`config.mk`:
```
export PLATFORM = sky130hd
export DESIGN_NAME = rsch_fifo
export DESIGN_NICKNAME = d
export VERILOG_FILES = /design/src/rtl/rsch_pkg.sv /design/src/rtl/rsch_fifo.sv
export SDC_FILE = /design/constraint.sdc
export NUM_CORES = 1
export LEC_CHECK = 0
export BUFFER_PORTS_ARGS = -buffer_cell sky130_fd_sc_hd__buf_2
export CORE_ASPECT_RATIO = 0.5
export CORE_MARGIN = 2
export CORE_UTILIZATION = 55
export CTS_CLUSTER_SIZE = 25
export DETAILED_ROUTE_END_ITERATION = 8
export GPL_ROUTABILITY_DRIVEN = 0
export PLACE_DENSITY_LB_ADDON = 0.15
export RECOVER_POWER = 25
export SLEW_MARGIN = 20
export SYNTH_ARGS = -nofsm -noshare
export SYNTH_HDL_FRONTEND = slang
export SYNTH_SLANG_ARGS = --single-unit
export TNS_END_PERCENT = 20
```
`constraint.sdc`:
```
create_clock -name clk_i -period 9.65 [get_ports clk_i]
set_clock_uncertainty 0.05 [all_clocks]
set_input_delay 0.4825 -clock clk_i [delete_from_list [all_inputs] [get_ports clk_i]]
set_output_delay 0.4825 -clock clk_i [all_outputs]
set_load 0.02 [all_outputs]
```
`src/rtl/rsch_pkg.sv`:
```
// types and constants shared by the ray segment closest-hit block
// no dependencies
package rsch_pkg;

  localparam int unsigned DIST_W  = 31;
  localparam int unsigned WALL_W  = 8;
  localparam int unsigned NUMT_W  = 67;
  localparam int unsigned DEN_W   = 50;
  localparam int unsigned QDEPTH  = 2;
  localparam int unsigned QPTR_W  = $clog2(QDEPTH);

  localparam logic [DIST_W-1:0] DistMax      = {DIST_W{1'b1}};
  localparam logic [DIST_W-1:0] DistReset    = 31'd83886080;
  localparam logic [DIST_W-1:0] MinHitDist   = 31'd655;
  localparam logic signed [DEN_W-1:0] ParallelEps = 50'sd107374;

  // classified wall handed from the front to the back
  typedef struct packed {
    logic [NUMT_W-1:0] num_t;
    logic [DEN_W-1:0]  denom;
    logic              cand;
    logic              side;
    logic              first;
    logic              last;
  } wall_entry_t;

endpackage

```
`src/rtl/rsch_fifo.sv`:
```
// short queue between the front and the back
// depends on rsch_pkg
module rsch_fifo (
  input  logic                  clk_i,
  input  logic                  rst_ni,
  input  logic                  push_i,
  input  rsch_pkg::wall_entry_t data_i,
  output logic                  full_o,
  input  logic                  pop_i,
  output logic                  empty_o,
  output rsch_pkg::wall_entry_t data_o
);
  import rsch_pkg::*;

  wall_entry_t          mem_q [QDEPTH];
  logic [QPTR_W-1:0]    wr_q, rd_q;
  logic [QPTR_W:0]      cnt_q;

  assign full_o  = (cnt_q == (QPTR_W+1)'(QDEPTH));
  assign empty_o = (cnt_q == '0);
  assign data_o  = mem_q[rd_q];

  // pointers and fill level
  always_ff @(posedge clk_i or negedge rst_ni) begin
    if (!rst_ni) begin
      wr_q  <= '0;
      rd_q  <= '0;
      cnt_q <= '0;
    end else begin
      if (push_i) wr_q <= wr_q + 1'b1;
      if (pop_i)  rd_q <= rd_q + 1'b1;
      cnt_q <= cnt_q + (QPTR_W+1)'(push_i) - (QPTR_W+1)'(pop_i);
    end
  end

  // storage
  always_ff @(posedge clk_i) begin
    if (push_i) mem_q[wr_q] <= data_i;
  end

endmodule

```
==> flow_summary.ini <==
[routing]
met2_length_mm = 7.93
drt_iter0_markers = 274
antenna_left = 0
firstDrtPassIters = 4
wl_met3_mm = 1.37
dr.max_layer_used = met4
vias_per_cell = 4.96
wl_per_cell_um = 18.1
drt_wl_total_mm = 16.3
drc = 0
vias = 4456
met1_length_mm = 6.80

[critical_path]
crit_start = rd_q
required_ps = 9120
worst_path_max_delay_cell = buf_4
cpMostUsedCell = buf_4
r2r_start = wr_q
setup.worst_path.start_class = register
path_delay_family = buffers and inverters
cp_num_buf_inv = 3
crit_fanout = 50
end_kind = output port
max_stage_delay_ps = 790
r2r_setup_slack_ps = 7210
crit_chain = buf_4, buf_4, mux2_4, buf_2
critPathArrivalTime_ps = 3340
path_class = reg2out

[timing]
rsz0062_at_grt = no
finalCritPeriodShare = 0.401
holdWs_ps = 125
worst_pin_slew_ps = 994
tns_ps = 0
hold_violations = 0
final_max_slew_viol_count = 0
max_slew_margin = 0.337
setup_viol = 0
fmax_ghz = 0.259
period_minus_slack_ps = 3870
final.setup.worst_slack_ps = 5780

[grt]
grt-ovfl-total = 0
grt_usage = 0.177
grt_antenna_before_repair = 0
grt_pass1_wl_mm = 24.1
grt_pass1_vias = 4484
grt_start_max_net_pins = 73

[pwr]
ir_drop_mv = 0.163
p_leak_uw = 0.00451
p_per_area_nw_per_um2 = 308
total_power_uw = 3500

[finish]
drive_above_1_share = 0.583
syn_to_final_growth_pct = 22.9
n_fill_cell = 1117
seqCellArea_um2 = 7370
multiInputGateArea_um2 = 1760
stdcell_area_um2 = 11400
n_antenna_cell = 0
fin_nets = 782

[floorplan]
num_io_pins = 248
die_h_um = 95.8
design.core.area_um2 = 16400
rows = 33
dieWidth_um = 188
start_util = 0.564
die_area_um2 = 18000

[yosys]
synth_edf_count = 242
synth.distinct_cells = 14
syn_area_um2 = 9260
synthCells = 392
synth_area_per_cell_um2 = 23.6
ys_top_cells_by_area = edfxtp_1, mux2_4, mux2_2
synth.top_cell.area_share = 0.785
yosysMostFrequentCell = edfxtp_1
ys_ff_latch = 246
synth_top_area_cell = edfxtp_1
yosys_most_used_dff = edfxtp_1
yosysSeqAreaShare = 0.795
synth.top_cells.by_count = edfxtp_1, mux2_4, mux2_2
async_flop_share = 0.0163
yosysWarnings = 0
synth_fp_nets = 519

[placement]
post-place-ws_ps = 6270
hpwl_mm = 10.7
placed_cell_area_um2 = 10700
place.port_buffers = 247

[cts]
post_cts_resized = 0
cts_tree = yes
post_cts_buffers = 0
cts_root_buf = clkbuf_16
clock-sinks = 246
insertion_delay_ps = 490
cts_buffer_depth = 3
hold_buffers = 1
cts_max_level = 1
clk_pin_slew_ps = 60
cts_buffers = 22

[run_status]
status = finished, final reports clean

[worst_hold_path]
hp-class = in2reg
min_from = data_i[109]

[job]
drv_cap = 0
-- where the power goes --
part           internal, uW  switching (uW)  total (uW)
sequential             1420            78.4        1500
clock                   487             357         843
combinational           505             656        1160
total                  2410            1090        3500
-- per-stage QoR --
stage,std cells,utilization
2_1_floorplan,392,-
3_3_place_gp,857,0.651
3_5_place_dp,857,0.651
4_1_cts,898,0.694
5_1_grt,898,0.693
6_report,898,0.693
-- area by class of cell --
| cell class | instances | area share |
|---|---|---|
| flip-flops and latches | 246 | 0.647 |
| well taps | 227 | 0.0249 |
| clock inverters | 14 | 0.00967 |
| inverters | 2 | 0.000659 |
| multi-input cells | 130 | 0.155 |
| clock buffers | 26 | 0.0515 |
| repair buffers | 253 | 0.111 |
-- cells in the final DEF (no fill, tap or decap), types with 2 or more instances in the layout --
master	n
mux2_4	80
clkinv_1	8
ha_1	2
edfxtp_1	242
xor2_1	2
inv_1	2
clkinv_2	4
buf_4	5
buf_2	233
clkbuf_16	23
clkbuf_1	17
dfrtp_1	3
bufinv_16	2
mux2_2	41
-- layer usage --
layer  GRT usage  vias to the layer above
met4      0.0341                        0
li1            -                     2084
met2       0.296                      167
met3      0.0598                       13
met1       0.232                     2192
met5           0                        -
-- registers in the layout (all words and copies together) (netlist names) --
| register | flops |
|---|---|
| rd_q | 1 |
| cnt_q | 2 |
| wr_q | 1 |
| mem_q | 242 |
-- cells by family after synthesis --
group	count (synthesis)	synth area share
DFF	246	0.795
muxes	121	0.180
buffers and inverters	16	0.0155
xor gates and xnor gates	3	0.00446
adders and majority gates	2	0.00270
and+or+nand+nor	4	0.00243
-- worst paths after layout --
kind / to / depth (start not counted)
worst max-delay path: data_o[27] / 4
worst min-delay path: mem_q[0][109] / 1
worst max register to register: mem_q[1][29] / 2
worst min register to register: wr_q / 1
max in group asynchronous: rd_q / 2
min in group asynchronous: cnt_q[1] / 2
Note: power is estimated with default switching activity, not from simulation.
