## config.mk

```make
export PLATFORM = sky130hd
export DESIGN_NAME = rsch_back
export DESIGN_NICKNAME = d
export VERILOG_FILES = /design/src/rtl/rsch_pkg.sv /design/src/rtl/rsch_back.sv
export SDC_FILE = /design/constraint.sdc
export NUM_CORES = 1
export LEC_CHECK = 0
export BUFFER_PORTS_ARGS = -buffer_cell sky130_fd_sc_hd__buf_2
export CAP_MARGIN = 20
export CELL_PAD_IN_SITES_DETAIL_PLACEMENT = 0
export CELL_PAD_IN_SITES_GLOBAL_PLACEMENT = 1
export CORE_MARGIN = 2
export CORE_UTILIZATION = 47
export CTS_CLUSTER_DIAMETER = 120
export DETAILED_ROUTE_END_ITERATION = 8
export HOLD_SLACK_MARGIN = 0.12
export PLACE_DENSITY_LB_ADDON = 0.1
export SETUP_SLACK_MARGIN = 0.05
export SLEW_MARGIN = 20
export SYNTH_ARGS = -nofsm -noshare
export SYNTH_HDL_FRONTEND = slang
export SYNTH_SLANG_ARGS = --single-unit
export TNS_END_PERCENT = 10
```

## constraint.sdc

```tcl
create_clock -name clk_i -period 12.9 [get_ports clk_i]
set_input_delay 1.935 -clock clk_i [delete_from_list [all_inputs] [get_ports clk_i]]
set_output_delay 1.935 -clock clk_i [all_outputs]
set_load 0.03 [all_outputs]
```

## src/rtl/rsch_pkg.sv

```systemverilog
// types and constants shared by the ray segment closest-hit block
// no dependencies
package rsch_pkg;

  localparam int unsigned DIST_W  = 31;
  localparam int unsigned WALL_W  = 8;
  localparam int unsigned NUMT_W  = 67;
  localparam int unsigned DEN_W   = 50;
  localparam int unsigned QDEPTH  = 2;
  localparam int unsigned QPTR_W  = $clog2(QDEPTH);

  localparam logic [DIST_W-1:0] DistMax      = {DIST_W{1'b1}};
  localparam logic [DIST_W-1:0] DistReset    = 31'd83886080;
  localparam logic [DIST_W-1:0] MinHitDist   = 31'd655;
  localparam logic signed [DEN_W-1:0] ParallelEps = 50'sd107374;

  // classified wall handed from the front to the back
  typedef struct packed {
    logic [NUMT_W-1:0] num_t;
    logic [DEN_W-1:0]  denom;
    logic              cand;
    logic              side;
    logic              first;
    logic              last;
  } wall_entry_t;

endpackage

```

## src/rtl/rsch_back.sv

```systemverilog
// back end: divides for the ray parameter, keeps the nearest hit, emits result
// depends on rsch_pkg
module rsch_back #(
  parameter int unsigned MAX_WALLS = 256
) (
  input  logic                  clk_i,
  input  logic                  rst_ni,
  input  logic [rsch_pkg::DIST_W-1:0] max_dist_i,
  input  logic                  empty_i,
  output logic                  pop_o,
  input  rsch_pkg::wall_entry_t entry_i,
  output logic                  out_valid_o,
  input  logic                  out_ready_i,
  output logic                  hit_o,
  output logic [rsch_pkg::DIST_W-1:0] hit_distance_o,
  output logic [rsch_pkg::WALL_W-1:0] hit_wall_o,
  output logic                  back_side_o
);
  import rsch_pkg::*;

  typedef enum logic [2:0] {
    B_IDLE = 3'b001,
    B_DIV  = 3'b010,
    B_UPD  = 3'b100
  } back_state_e;

  back_state_e state_q;
  wall_entry_t ent_q;
  logic [DEN_W-1:0]  rem_q;
  logic [DIST_W-1:0] lo_q, t_q;
  logic [4:0]        step_q;

  logic [DIST_W-1:0] best_q;
  logic [WALL_W-1:0] wall_q, cnt_q;
  logic              side_q, any_q;

  logic              out_valid_q, out_hit_q, out_side_q;
  logic              out_valid_d;
  logic [DIST_W-1:0] out_dist_q;
  logic [WALL_W-1:0] out_wall_q;

  logic [DEN_W:0]    r2;
  logic              qbit;
  logic              sat;
  logic [DIST_W-1:0] base_best, new_best;
  logic [WALL_W-1:0] base_cnt, new_wall;
  logic              base_side, base_any, new_side, new_any, win;
  logic [WALL_W:0]   nxt;
  logic [WALL_W-1:0] cnt_next;
  logic              out_free, upd_go;

  assign pop_o          = (state_q == B_IDLE) && !empty_i;
  assign out_valid_o    = out_valid_q;
  assign hit_o          = out_hit_q;
  assign hit_distance_o = out_dist_q;
  assign hit_wall_o     = out_wall_q;
  assign back_side_o    = out_side_q;

  // one restoring division step, and the check for a quotient too large to fit
  always_comb begin
    r2   = {rem_q, lo_q[DIST_W-1]};
    qbit = (r2 >= {1'b0, ent_q.denom});
    sat  = (entry_i.num_t >= (NUMT_W'(entry_i.denom) << 17));
  end

  // nearest-hit update
  always_comb begin
    base_best = ent_q.first ? max_dist_i : best_q;
    base_cnt  = ent_q.first ? '0 : cnt_q;
    base_side = ent_q.first ? 1'b0 : side_q;
    base_any  = ent_q.first ? 1'b0 : any_q;
    new_best  = base_best;
    new_wall  = ent_q.first ? '0 : wall_q;
    new_side  = base_side;
    new_any   = base_any;
    win       = (t_q > MinHitDist) && (t_q < base_best);
    if (win) begin
      new_best = t_q;
      new_wall = base_cnt;
      new_side = ent_q.side;
      new_any  = 1'b1;
    end
    nxt      = {1'b0, base_cnt} + 1'b1;
    cnt_next = ((32'(nxt) >= MAX_WALLS) || nxt[WALL_W]) ? '0 : nxt[WALL_W-1:0];
    out_free = !out_valid_q || out_ready_i;
    upd_go   = (state_q == B_UPD) && (!ent_q.last || out_free);
    // result valid: cleared when taken, set when a ray finishes
    out_valid_d = out_valid_q;
    if (out_valid_q && out_ready_i) out_valid_d = 1'b0;
    if (upd_go && ent_q.last) out_valid_d = 1'b1;
  end

  // control and search state
  always_ff @(posedge clk_i or negedge rst_ni) begin
    if (!rst_ni) begin
      state_q     <= B_IDLE;
      step_q      <= '0;
      best_q      <= DistReset;
      wall_q      <= '0;
      cnt_q       <= '0;
      side_q      <= 1'b0;
      any_q       <= 1'b0;
      out_valid_q <= 1'b0;
    end else begin
      out_valid_q <= out_valid_d;
      case (state_q)
        B_IDLE: begin
          if (!empty_i) begin
            step_q  <= '0;
            state_q <= (entry_i.cand && !sat) ? B_DIV : B_UPD;
          end
        end
        B_DIV: begin
          step_q <= step_q + 1'b1;
          if (step_q == 5'(DIST_W - 1)) state_q <= B_UPD;
        end
        B_UPD: begin
          if (upd_go) begin
            state_q <= B_IDLE;
            if (ent_q.last) begin
              best_q      <= max_dist_i;
              wall_q      <= '0;
              cnt_q       <= '0;
              side_q      <= 1'b0;
              any_q       <= 1'b0;
            end else begin
              best_q <= new_best;
              wall_q <= new_wall;
              cnt_q  <= cnt_next;
              side_q <= new_side;
              any_q  <= new_any;
            end
          end
        end
        default: state_q <= B_IDLE;
      endcase
    end
  end

  // divider datapath and result register
  always_ff @(posedge clk_i) begin
    if (state_q == B_IDLE && !empty_i) begin
      ent_q <= entry_i;
      rem_q <= entry_i.num_t[NUMT_W-1:17];
      lo_q  <= {entry_i.num_t[16:0], 14'b0};
      t_q   <= DistMax;
      if (entry_i.cand && !sat) t_q <= '0;
    end
    if (state_q == B_DIV) begin
      rem_q <= qbit ? DEN_W'(r2 - {1'b0, ent_q.denom}) : r2[DEN_W-1:0];
      lo_q  <= lo_q << 1;
      t_q   <= {t_q[DIST_W-2:0], qbit};
    end
    if (upd_go && ent_q.last) begin
      out_hit_q  <= new_any;
      out_dist_q <= new_best;
      out_wall_q <= new_wall;
      out_side_q <= new_side;
    end
  end

endmodule

```

==> results of run 1 <==
-- cell usage after synthesis, types with 6 or more instances --
library cell and n:
or3_1 6, o21bai_1 7, a21o_1 71, o21ai_1 8, o21ai_0 83, nor4_1 12, dfrtp_1 55, clkbuf_1 59
a211oi_1 7, xor2_1 17, nand3_1 31, a31oi_1 15, nor2_1 46, ha_1 133, o21a_1 38, xnor2_1 28
and2_1 7, inv_1 148, nand2_1 136, nor3_1 12, a21oi_1 101, buf_2 6, nand2b_1 16, and3_1 45
a22o_1 11, mux2i_1 34, mux2_2 60, nand3b_1 6, nor2b_1 13, a221o_1 32, o211ai_1 9, edfxtp_1 192
nand4_1 38, o31ai_1 8
-- flip-flops by register name (all words and copies together) (netlist names) --
register	flops
cnt_q	8
ent_q	53
rem_q	50
side_q	1
t_q	31
lo_q	17
state_q	3
any_q	1
best_q	31
hit_wall_o	8
out_valid_o	1
hit_o	1
back_side_o	1
step_q	5
wall_q	8
hit_distance_o	31
-- power groups by stage --
stage	registers (mW)	clock network (mW)	logic [mW]
after floorplan	1.23	0	1.03
after global routing	1.24	0.934	1.55
after detailed placement	1.23	0	1.38
after global placement	1.23	0	1.36
final	1.22	0.889	1.38
after CTS	1.22	0.902	1.39
-- worst register-to-register path, stage by stage, from the launching register on --
cell and delay, ns:
edfxtp_1 0.77, buf_4 0.52, mux2_2 0.41, inv_1 0.06, ha_1 0.14, nand4_1 0.10, nor2_1 0.16, nand4_1 0.16
or3_1 0.40, o31ai_4 0.79, buf_4 0.52, mux2_2 0.43, a221o_1 0.33
-- layout make-up --
class	count	share of cell area, %
repair buffers	212	5.968
diodes	4	0.05450
inverters	148	3.032
clock buffers	45	4.892
well taps	448	3.052
clock inverters	9	0.7835
multi-input cells	1077	42.90
flip-flops and latches	250	39.32
-- metrics by stage --
| step | instance area [um^2] | hold slack, ns |
|---|---|---|
| floorplan | 15930 | 0.4658 |
| global placement | 17310 | 0.4821 |
| detailed placement | 17310 | 0.4816 |
| CTS | 18350 | 0.5013 |
| global route | 18360 | 0.5058 |
| finish | 18370 | 0.4995 |
-- layer usage --
layer / global-route usage, % / vias to the layer above / wire, um
met5: 0 / - / 0
met3: 2.995 / 44 / 2092
met1: 31.34 / 6006 / 18410
met4: 5.300 / 0 / 867
met2: 39.74 / 310 / 19520
li1: - / 6049 / -
-- cells by family (layout without fill, tap and decap cells) --
family,count (synthesis),in the layout,synth area share (%)
DFF,250,250,45.33
muxes,96,96,6.520
AOI/OAI and AO/OA,422,422,17.76
buffers and inverters,220,414,5.396
and+or+nand+nor,380,380,11.95
xor gates and xnor gates,45,45,2.474
adders and majority gates,134,134,10.57
other,0,4,0
-- how the worst max path moves through the flow --
stage | startpoint | endpoint | slack, ns | cells past startpoint
final | entry_i[35] | t_q[0] | 7.57 | 13
after global routing | entry_i[35] | t_q[0] | 7.24 | 13
after CTS | entry_i[35] | t_q[0] | 7.38 | 13
after detailed placement | entry_i[35] | t_q[0] | 6.80 | 13
after global placement | entry_i[36] | t_q[0] | 6.84 | 13
after floorplan | empty_i | lo_q[14] | 1.31 | 3
==> results.py, run 1 <==
metrics = {
    "power": {
        "power.leakage_nw": 8.419,
        "powerDensity_mw_per_mm2": 190.1,
        "switching_power_mw": 1.261,
        "pwr-share-seq_pct": 34.9,
        "power_mw": 3.491,
        "vdd_drop_max_mv": 0.1119,
        "clkPwrFrac_pct": 25.5,
        "switching_share_pct": 36.12,
        "p_int_mw": 2.230,
        "p_comb_share_pct": 39.6,
    },
    "critical_path": {
        "cp_top_family": "compound AO/OA/AOI/OAI gates",
        "crit_path_max_fanout": 31,
        "cp_data_required_time_ns": 13.17,
        "path_cells": "buf_2 > inv_1 > ha_1 > nand4_1 > nor2_1 > nand3_1 > nor4_1 > nand4_1 > o22ai_1 > a211o_1 > a2111oi_0 > nand2_1 > a21boi_0",
        "reg2reg_depth": 12,
        "cp-end-kind": "register",
        "critical_path_arrival_ns": 5.60,
        "reg2reg_slack_ns": 7.98,
        "startpoint_type": "primary input",
        "cp_slowest_cell": "a2111oi_0",
        "r2r-end": "best_q[25]",
        "critical_path_class": "primary input to register",
        "critPathBufInv": 2,
        "r2r-start": "ent_q[1]",
        "crit_top_cell": "nand4_1",
        "cpPeakStageDelay_ns": 0.85,
    },
    "floorplan": {
        "die_w_um": 188.1,
        "dieHeight_um": 188.1,
        "design.die.area_mm2": 0.03538,
        "std_cell_rows": 67,
        "start_util_pct": 47.62,
        "ios": 199,
        "core_mm2": 0.03345,
    },
    "logic_synthesis": {
        "synth_edf_count": 192,
        "syn_area_per_cell_um2": 10.30,
        "ys_seq_area_share_pct": 45.33,
        "yosysUniqueCellTypes": 68,
        "ys_ff_latch": 250,
        "syn_area_mm2": 0.01593,
        "yosys.area.top_type_share_pct": 36.20,
        "ys_top_cells_by_area": "edfxtp_1 36%, ha_1 10%, dfrtp_1 8.6%",
        "yosysTopAreaCell": "edfxtp_1",
        "synth_fp_nets": 1837,
        "synthArstFlopShare_pct": 23.20,
        "synthFlopType": "edfxtp_1",
        "synth_cells": 1547,
        "ys.warnings.count": 0,
    },
    "placement": {
        "dp_cells": 2135,
        "hpwl_um": 29290,
        "place.gp.congestion": 0.8408,
        "numPortBuffers": 198,
        "post-place-ws_ns": 6.804,
    },
    "min_path": {
        "hp-class": "register to register",
        "worstHoldPathCells": 1,
        "hp-start": "wall_q[6]",
        "min_to": "wall_q[6]",
    },
    "route": {
        "avgViaCountPerCell": 5.658,
        "first_pass_iters": 5,
        "wl_um": 40890,
        "initialDrtViolationCount": 752,
        "drc": 0,
        "ant_nets": 0,
        "detail_route.wl_per_cell_um": 18.65,
        "vias": 12409,
    },
    "sta": {
        "worstMarginPinSlew_ns": 1.019,
        "skew_ns": 0.02671,
        "max_freq_mhz": 187.7,
        "fin_ws_ns": 7.572,
        "layout_min_cycle_time_ns": 5.328,
        "slew_headroom_pct": 32.08,
        "finalHoldViolations": 0,
        "finalCritPeriodShare_pct": 41.31,
        "setup-tns-final_ns": 0,
        "report.final.slew_viol_count": 0,
        "rsz0062_at_grt": "no",
        "finalSetupViolations": 0,
    },
    "clocking": {
        "post_cts_buffers": 0,
        "clk_latency_ns": 0.58,
        "cts_max_level": 1,
        "hold_buffers": 0,
        "clkSlewWorstSetupHoldPaths_ns": 0.06,
        "cts_resized": 0,
        "cts_made_buffers": 29,
        "cts_buffer_depth": 3,
        "cts_tree": "built",
        "root_buffer": "clkbuf_16",
        "numClockSinks": 250,
    },
    "layout": {
        "syn2layout_area_growth_pct": 15.29,
        "final_common_cell": "buf_2",
        "most-common-layout-cells": "198 x buf_2, 192 x edfxtp_1, 147 x inv_1, 136 x nand2_1, 133 x ha_1",
        "layout.cells.non_filler": 2193,
        "post-route-util_pct": 54.91,
        "fill_cells": 3058,
        "multi_input_area_mm2": 0.007879,
        "num-nets-final": 2008,
        "ff_latch_area_mm2": 0.007221,
        "layout-drive-gt1-share_pct": 19.30,
    },
    "job": {
        "cap_violations": 0,
    },
    "outcome": {
        "outcome": "finished, final reports clean",
    },
    "global_routing": {
        "antenna_found_initial": 3,
        "grt_pass1_vias": 12467,
        "grt_max_degree": 103,
        "grt_pass1_wl_um": 66330,
        "grt_usage_pct": 23.19,
        "gr-total-overflow": 0,
    },
}
No activity file was read; power rests on OpenSTA's default activity.
==> run 2, diff against run 1 <==
Settings changed: ABC_AREA set to 1, CORE_UTILIZATION 47 to 40.
Clock period 12.9 ns to 4.6 ns, I/O delays scaled along.
==> run 2 against run 1 <==
Against the previous run: sequential power rose to 2.9 times the previous value; cell count increased by 51%; first-iteration DRC count up 58%; largest power group unchanged; final area is 15% higher; area after synthesis grew 15%; worst hold slack worse by 0.29 ns; core utilization down 8.4 points; worst setup slack got worse by 6.4 ns; combinational power rose to 4.0 times the previous value; power rose to 3.3 times the previous value.
==> results.py, run 2 <==
metrics = {
    "route": {
        "initialDrtViolationCount": 1186,
        "drc": 0,
        "first_pass_iters": 5,
        "wl_um": 57790,
        "vias": 16765,
        "ant_nets": 0,
        "avgViaCountPerCell": 5.076,
        "detail_route.wl_per_cell_um": 17.50,
    },
    "floorplan": {
        "start_util_pct": 40.50,
        "die_w_um": 218.1,
        "std_cell_rows": 78,
        "design.die.area_mm2": 0.04758,
        "ios": 199,
        "core_mm2": 0.04528,
        "dieHeight_um": 218.1,
    },
    "logic_synthesis": {
        "synth_fp_nets": 2785,
        "ys_top_cells_by_area": "edfxtp_1 31%, nand2_1 17%, inv_1 9.2%",
        "synth_edf_count": 192,
        "synth_cells": 2495,
        "synthFlopType": "edfxtp_1",
        "synth_common_cells": "821 x nand2_1, 451 x inv_1, 192 x edfxtp_1, 148 x nand3_1, 138 x nor2_1",
        "syn_area_per_cell_um2": 7.350,
        "ys.warnings.count": 0,
        "synthArstFlopShare_pct": 23.20,
        "yosys.area.top_type_share_pct": 31.44,
        "synth.most_common_cell": "nand2_1",
        "ys_seq_area_share_pct": 39.37,
        "ys_ff_latch": 250,
        "yosysTopAreaCell": "edfxtp_1",
        "yosysUniqueCellTypes": 39,
        "syn_area_mm2": 0.01834,
    },
    "clocking": {
        "clkSlewWorstSetupHoldPaths_ns": 0.06,
        "cts_buffer_depth": 3,
        "numClockSinks": 250,
        "root_buffer": "clkbuf_16",
        "clk_latency_ns": 0.60,
        "cts_max_level": 1,
        "hold_buffers": 0,
        "cts_tree": "built",
        "post_cts_buffers": 0,
        "cts_resized": 0,
        "cts_made_buffers": 30,
    },
    "sta": {
        "layout_min_cycle_time_ns": 3.451,
        "finalHoldViolations": 0,
        "setup-tns-final_ns": 0,
        "max_freq_mhz": 289.8,
        "finalSetupViolations": 0,
        "rsz0062_at_grt": "no",
        "skew_ns": 0.01425,
        "slew_headroom_pct": 32.01,
        "worstMarginPinSlew_ns": 1.020,
        "finalCritPeriodShare_pct": 75.02,
        "report.final.slew_viol_count": 0,
    },
    "layout": {
        "layout-drive-gt1-share_pct": 11.37,
        "post-route-util_pct": 46.47,
        "num-nets-final": 2965,
        "most-common-layout-cells": "820 x nand2_1, 451 x inv_1, 198 x buf_2, 192 x edfxtp_1, 148 x nand3_1",
        "final_common_cell": "nand2_1",
        "ff_latch_area_mm2": 0.007221,
        "multi_input_area_mm2": 0.009085,
        "reg_top3": "ent_q: 53 flops, rem_q: 50 flops",
        "fill_cells": 4715,
        "top_register": "ent_q",
        "syn2layout_area_growth_pct": 14.74,
        "largest_reg_flops": 53,
    },
    "critical_path": {
        "reg2reg_depth": 12,
        "critPathBufInv": 4,
        "cp_top_family": "buffers and inverters",
        "cp.depth": 6,
        "critical_path_arrival_ns": 2.76,
        "cp_slowest_cell": "buf_4",
        "cpPeakStageDelay_ns": 0.61,
        "reg2reg_slack_ns": 1.26,
        "path_cells": "inv_1 > nor3_1 > inv_1 > nor2_4 > buf_4 > buf_2",
        "critical_path_class": "register to primary output",
        "cp_data_required_time_ns": 3.91,
        "cp-end-kind": "primary output",
        "crit_path_max_fanout": 54,
        "startpoint_type": "register",
        "crit_top_cell": "inv_1",
    },
    "global_routing": {
        "busiest_layer": "met2",
        "grtUsageMet2_pct": 37.27,
        "grt_usage_pct": 24.49,
        "grt_pass1_vias": 16634,
        "met1_usage_pct": 36.69,
        "grt_pass1_wl_um": 91510,
        "antenna_found_initial": 5,
        "met3_usage_pct": 3.257,
        "grt_max_degree": 90,
        "gr-total-overflow": 0,
    },
    "outcome": {
        "outcome": "finished, final reports clean",
    },
    "placement": {
        "hpwl_um": 43820,
        "place.gp.congestion": 0.9394,
        "numPortBuffers": 198,
    },
    "power": {
        "vdd_drop_max_mv": 0.3205,
        "powerDensity_mw_per_mm2": 550.5,
        "power.leakage_nw": 10.75,
    },
    "min_path": {
        "hp-class": "primary input to async pin",
    },
    "job": {
        "cap_violations": 0,
    },
}
==> run 2: cell types whose count changed after synthesis, moves of 69 or more <==
cell / before / now
nand4_1: 38 / 124
nor2_1: 46 / 138
nand3_1: 31 / 148
inv_1: 148 / 451
nand2_1: 136 / 821
a21o_1: 71 / 2
==> run 2: logic make-up after synthesis <==
kind of cell               Yosys count  share of synthesized area, %
buffers and inverters              534                         11.31
and+or+nand+nor                   1320                         30.95
AOI/OAI and AO/OA                  200                         6.263
muxes                               30                         1.637
xor gates and xnor gates            27                         1.290
DFF                                250                         39.37
adders and majority gates          134                         9.183
==> run 2: cell type report <==
type / instances / area share [%]
inverter: 463 / 8.259
multi-input combinational: 1711 / 43.17
antenna: 4 / 0.04757
timing repair buffer: 219 / 5.696
clock buffer: 41 / 4.097
clock inverter: 15 / 0.8443
tap: 600 / 3.568
sequential: 250 / 34.31
==> run 2: worst paths after layout <==
path / start / endpoint
setup reg to reg: ent_q[1] / hit_distance_o[1]
setup / recovery: state_q[0] / pop_o
hold / removal: rst_ni / wall_q[1]
max in group asynchronous: rst_ni / best_q[24]
hold reg to reg: wall_q[3] / wall_q[3]
min in group clk_i: entry_i[13] / ent_q[13]
==> run 2: where the power goes <==
part | leakage, nW | internal (mW) | switching (mW)
registers | 2.51 | 3.28 | 0.293
clock network | 0.509 | 1.48 | 1.03
logic | 7.73 | 1.81 | 3.69
==> run 2: metal layers <==
layer	vias up	wire length, um
li1	8449	-
met1	7850	29130
met2	393	24560
met3	71	2981
met4	2	1107
met5	-	10
==> run 2: per-stage QoR <==
stage / instances / setup WS (ns) / hold WS, ns / instance area (um^2) / total power, mW
after detailed placement: 3243 / 0.7093 / 0.4650 / 19990 / 9.095
after global placement: 3243 / 0.7681 / 0.4610 / 19990 / 9.031
after global routing: 3303 / 0.9345 / 0.2546 / 21040 / 12.55
final: 3303 / 1.149 / 0.2092 / 21040 / 11.58
after floorplan: 2495 / 0.1751 / 0.3944 / 18340 / 7.426
after CTS: 3299 / 1.108 / 0.2223 / 21030 / 11.66
==> run 3, diff against run 2 <==
Clock period 4.6 ns to 2.9 ns, I/O delays scaled along.
==> run 3 against run 2 <==
Against the previous run: sequential share of layout area shrank 3.0 points; global-route usage increased by 0.64 points; routed wire length is 6.2% higher; combinational power rose by 77%; sequential cell count stayed put; via count grew 4.7%; largest cell class unchanged; highest routed layer is now met4.
==> results.py, run 3 (synthesis results as in run 2) <==
metrics = {
    "power": {
        "power.leakage_nw": 11.56,
        "p_int_mw": 11.31,
        "clkPwrFrac_pct": 21.3,
        "switching_share_pct": 42.35,
        "powerDensity_mw_per_mm2": 850.3,
        "switching_power_mw": 8.306,
        "power_mw": 19.61,
        "pwr-share-seq_pct": 29.1,
        "vdd_drop_max_mv": 0.5169,
        "p_comb_share_pct": 49.6,
    },
    "global_routing": {
        "grt_usage_pct": 25.12,
        "grt_pass1_wl_um": 93750,
        "grt_pass1_vias": 17108,
        "grt_max_degree": 85,
        "antenna_found_initial": 4,
        "gr-total-overflow": 0,
    },
    "placement": {
        "numPortBuffers": 198,
        "place.gp.congestion": 0.9263,
        "placed_cell_area_mm2": 0.02026,
        "dp_cells": 3264,
        "hpwl_um": 45140,
    },
    "sta": {
        "skew_ns": 0.02391,
        "worstMarginPinSlew_ns": 0.9718,
        "layout_min_cycle_time_ns": 2.856,
        "setup-tns-final_ns": 0,
        "rsz0062_at_grt": "yes",
        "report.final.slew_viol_count": 0,
        "finalSetupViolations": 0,
        "finalCritPeriodShare_pct": 98.49,
        "slew_headroom_pct": 35.21,
        "max_freq_mhz": 350.1,
        "finalHoldViolations": 0,
    },
    "floorplan": {
        "ios": 199,
        "core_mm2": 0.04528,
        "design.die.area_mm2": 0.04758,
        "die_w_um": 218.1,
        "dieHeight_um": 218.1,
        "start_util_pct": 40.50,
        "std_cell_rows": 78,
    },
    "job": {
        "cap_violations": 0,
    },
    "layout": {
        "layout.cells.non_filler": 3461,
        "largest_reg_flops": 53,
        "most-common-layout-cells": "815 x nand2_1, 450 x inv_1, 197 x buf_2, 192 x edfxtp_1, 147 x nand3_1",
        "top_register": "ent_q",
        "layout-drive-gt1-share_pct": 13.02,
        "final_common_cell": "nand2_1",
        "fill_cells": 4498,
        "num-nets-final": 3122,
        "post-route-util_pct": 50.94,
        "postLayoutCellArea_mm2": 0.02307,
        "reg_top3": "ent_q: 53 flops, rem_q: 50 flops",
        "syn2layout_area_growth_pct": 25.78,
    },
    "critical_path": {
        "crit_top_cell": "nand2_1",
        "startpoint_type": "register",
        "cp_top_family": "simple AND/OR/NAND/NOR gates",
        "cpPeakStageDelay_ns": 0.41,
        "critical_path_arrival_ns": 3.21,
        "path_cells": "buf_6 > buf_12 > mux2i_2 > ha_1 > a21oi_1 > nor2_1 > nor3_1 > nand2_1 > nand2_1 > nand2_1 > nand2_4 > buf_6 > nand4_1 > and2_1",
        "cp_slowest_cell": "edfxtp_1",
        "cp-end-kind": "register",
        "crit_path_max_fanout": 10,
        "critPathBufInv": 3,
        "critical_path_class": "register to register",
        "cp_data_required_time_ns": 3.25,
    },
    "outcome": {
        "outcome": "finished, final reports clean",
    },
    "route": {
        "wl_um": 61370,
        "wl_met2_um": 26080,
        "routed.top_layer": "met4",
        "drc": 0,
        "met3_length_um": 3797,
        "wl_met1_um": 30290,
        "initialDrtViolationCount": 1667,
        "detail_route.wl_per_cell_um": 17.73,
        "avgViaCountPerCell": 5.072,
        "vias": 17555,
        "ant_nets": 0,
        "first_pass_iters": 5,
    },
    "clocking": {
        "clkSlewWorstSetupHoldPaths_ns": 0.06,
        "cts_tree": "built",
        "numClockSinks": 250,
        "cts_buffer_depth": 3,
        "cts_max_level": 1,
        "clk_latency_ns": 0.61,
        "cts_made_buffers": 31,
        "root_buffer": "clkbuf_16",
    },
    "min_path": {
        "hp-class": "primary input to register",
    },
}
-- run 3: cell count changes in the layout (fill, tap and decap cells not counted), moves of 5 or more --
cell,previous run,this run
clkbuf_1,4,9
nand2_1,820,815
mux2i_1,30,21
dlygate4sd3_1,0,122
clkbuf_16,30,36
ha_2,0,5
nor2_2,9,16
buf_12,4,14
ha_1,133,124
nor2_1,133,126
mux2i_4,0,5
buf_6,0,9
buf_4,17,27
-- run 3: area by class of cell --
cell class | count | area [um^2] | area share [%]
Tap cell | 600 | 750.7 | 3.255
Multi-Input combinational cell | 1711 | 9331 | 40.45
Clock inverter | 15 | 234.0 | 1.014
Clock buffer | 43 | 850.8 | 3.688
Antenna cell | 4 | 10.01 | 0.04339
Inverter | 463 | 1738 | 7.534
Timing Repair Buffer | 375 | 2932 | 12.71
Sequential cell | 250 | 7221 | 31.30
-- run 3: worst register-to-register path: stages (launching register included) --
cell      delay (ns)
edfxtp_1        0.41
buf_6           0.16
buf_12          0.15
mux2i_2         0.26
ha_1            0.28
a21oi_1         0.13
nor2_1          0.05
nor3_1          0.13
nand2_1         0.11
nand2_1         0.10
nand2_1         0.11
nand2_4         0.15
buf_6           0.18
nand4_1         0.17
and2_1          0.22
-- run 3: what timing repair did --
item / in CTS / in global routing
gates cloned: 0 / 7
setup endpoints to repair: 8 / 140
endpoints found under the hold margin: 176 / 0
pin swaps: 0 / 7
setup buffers: 0 / 6
hold buffers: 122 / 0
resized for setup: 2 / 65
-- run 3: metal layers --
metal | vias up | global-route usage [%]
li1 | 8767 | -
met1 | 8221 | 37.42
met2 | 499 | 38.20
met3 | 68 | 3.452
met4 | 0 | 6.372
met5 | - | 0
-- run 3: through the flow --
step	hold slack, ns	worst slack (ns)
6_report	0.1439	0.04390
5_1_grt	0.1350	-0.05520
2_1_floorplan	0.1394	0.02699
4_1_cts	0.1201	0.06193
3_3_place_gp	0.4620	-0.1102
3_5_place_dp	0.4652	-0.1213
-- run 3: path summary, 6_finish.rpt --
kind                               from            endpoint  slack [ns]  cells past startpoint
setup / recovery               ent_q[1]  hit_distance_o[20]        0.04                     14
max in group asynchronous        rst_ni          best_q[23]        2.09                      3
min in group asynchronous        rst_ni           wall_q[6]        0.44                      3
hold / removal             entry_i[116]           rem_q[45]        0.14                      3
hold reg to reg               wall_q[6]           wall_q[6]        0.48                      2
setup reg to reg               ent_q[1]  hit_distance_o[20]        0.04                     14
-- run 3: power by group through the flow --
stage          Sequential (mW)  Combinational (mW)  Clock (mW)
3_3_place_gp              5.69                8.82           0
3_5_place_dp              5.72                8.91           0
4_1_cts                   5.66                9.10        4.28
2_1_floorplan             5.72                6.06           0
6_report                  5.70                9.73        4.18
5_1_grt                   5.80                10.9        4.39
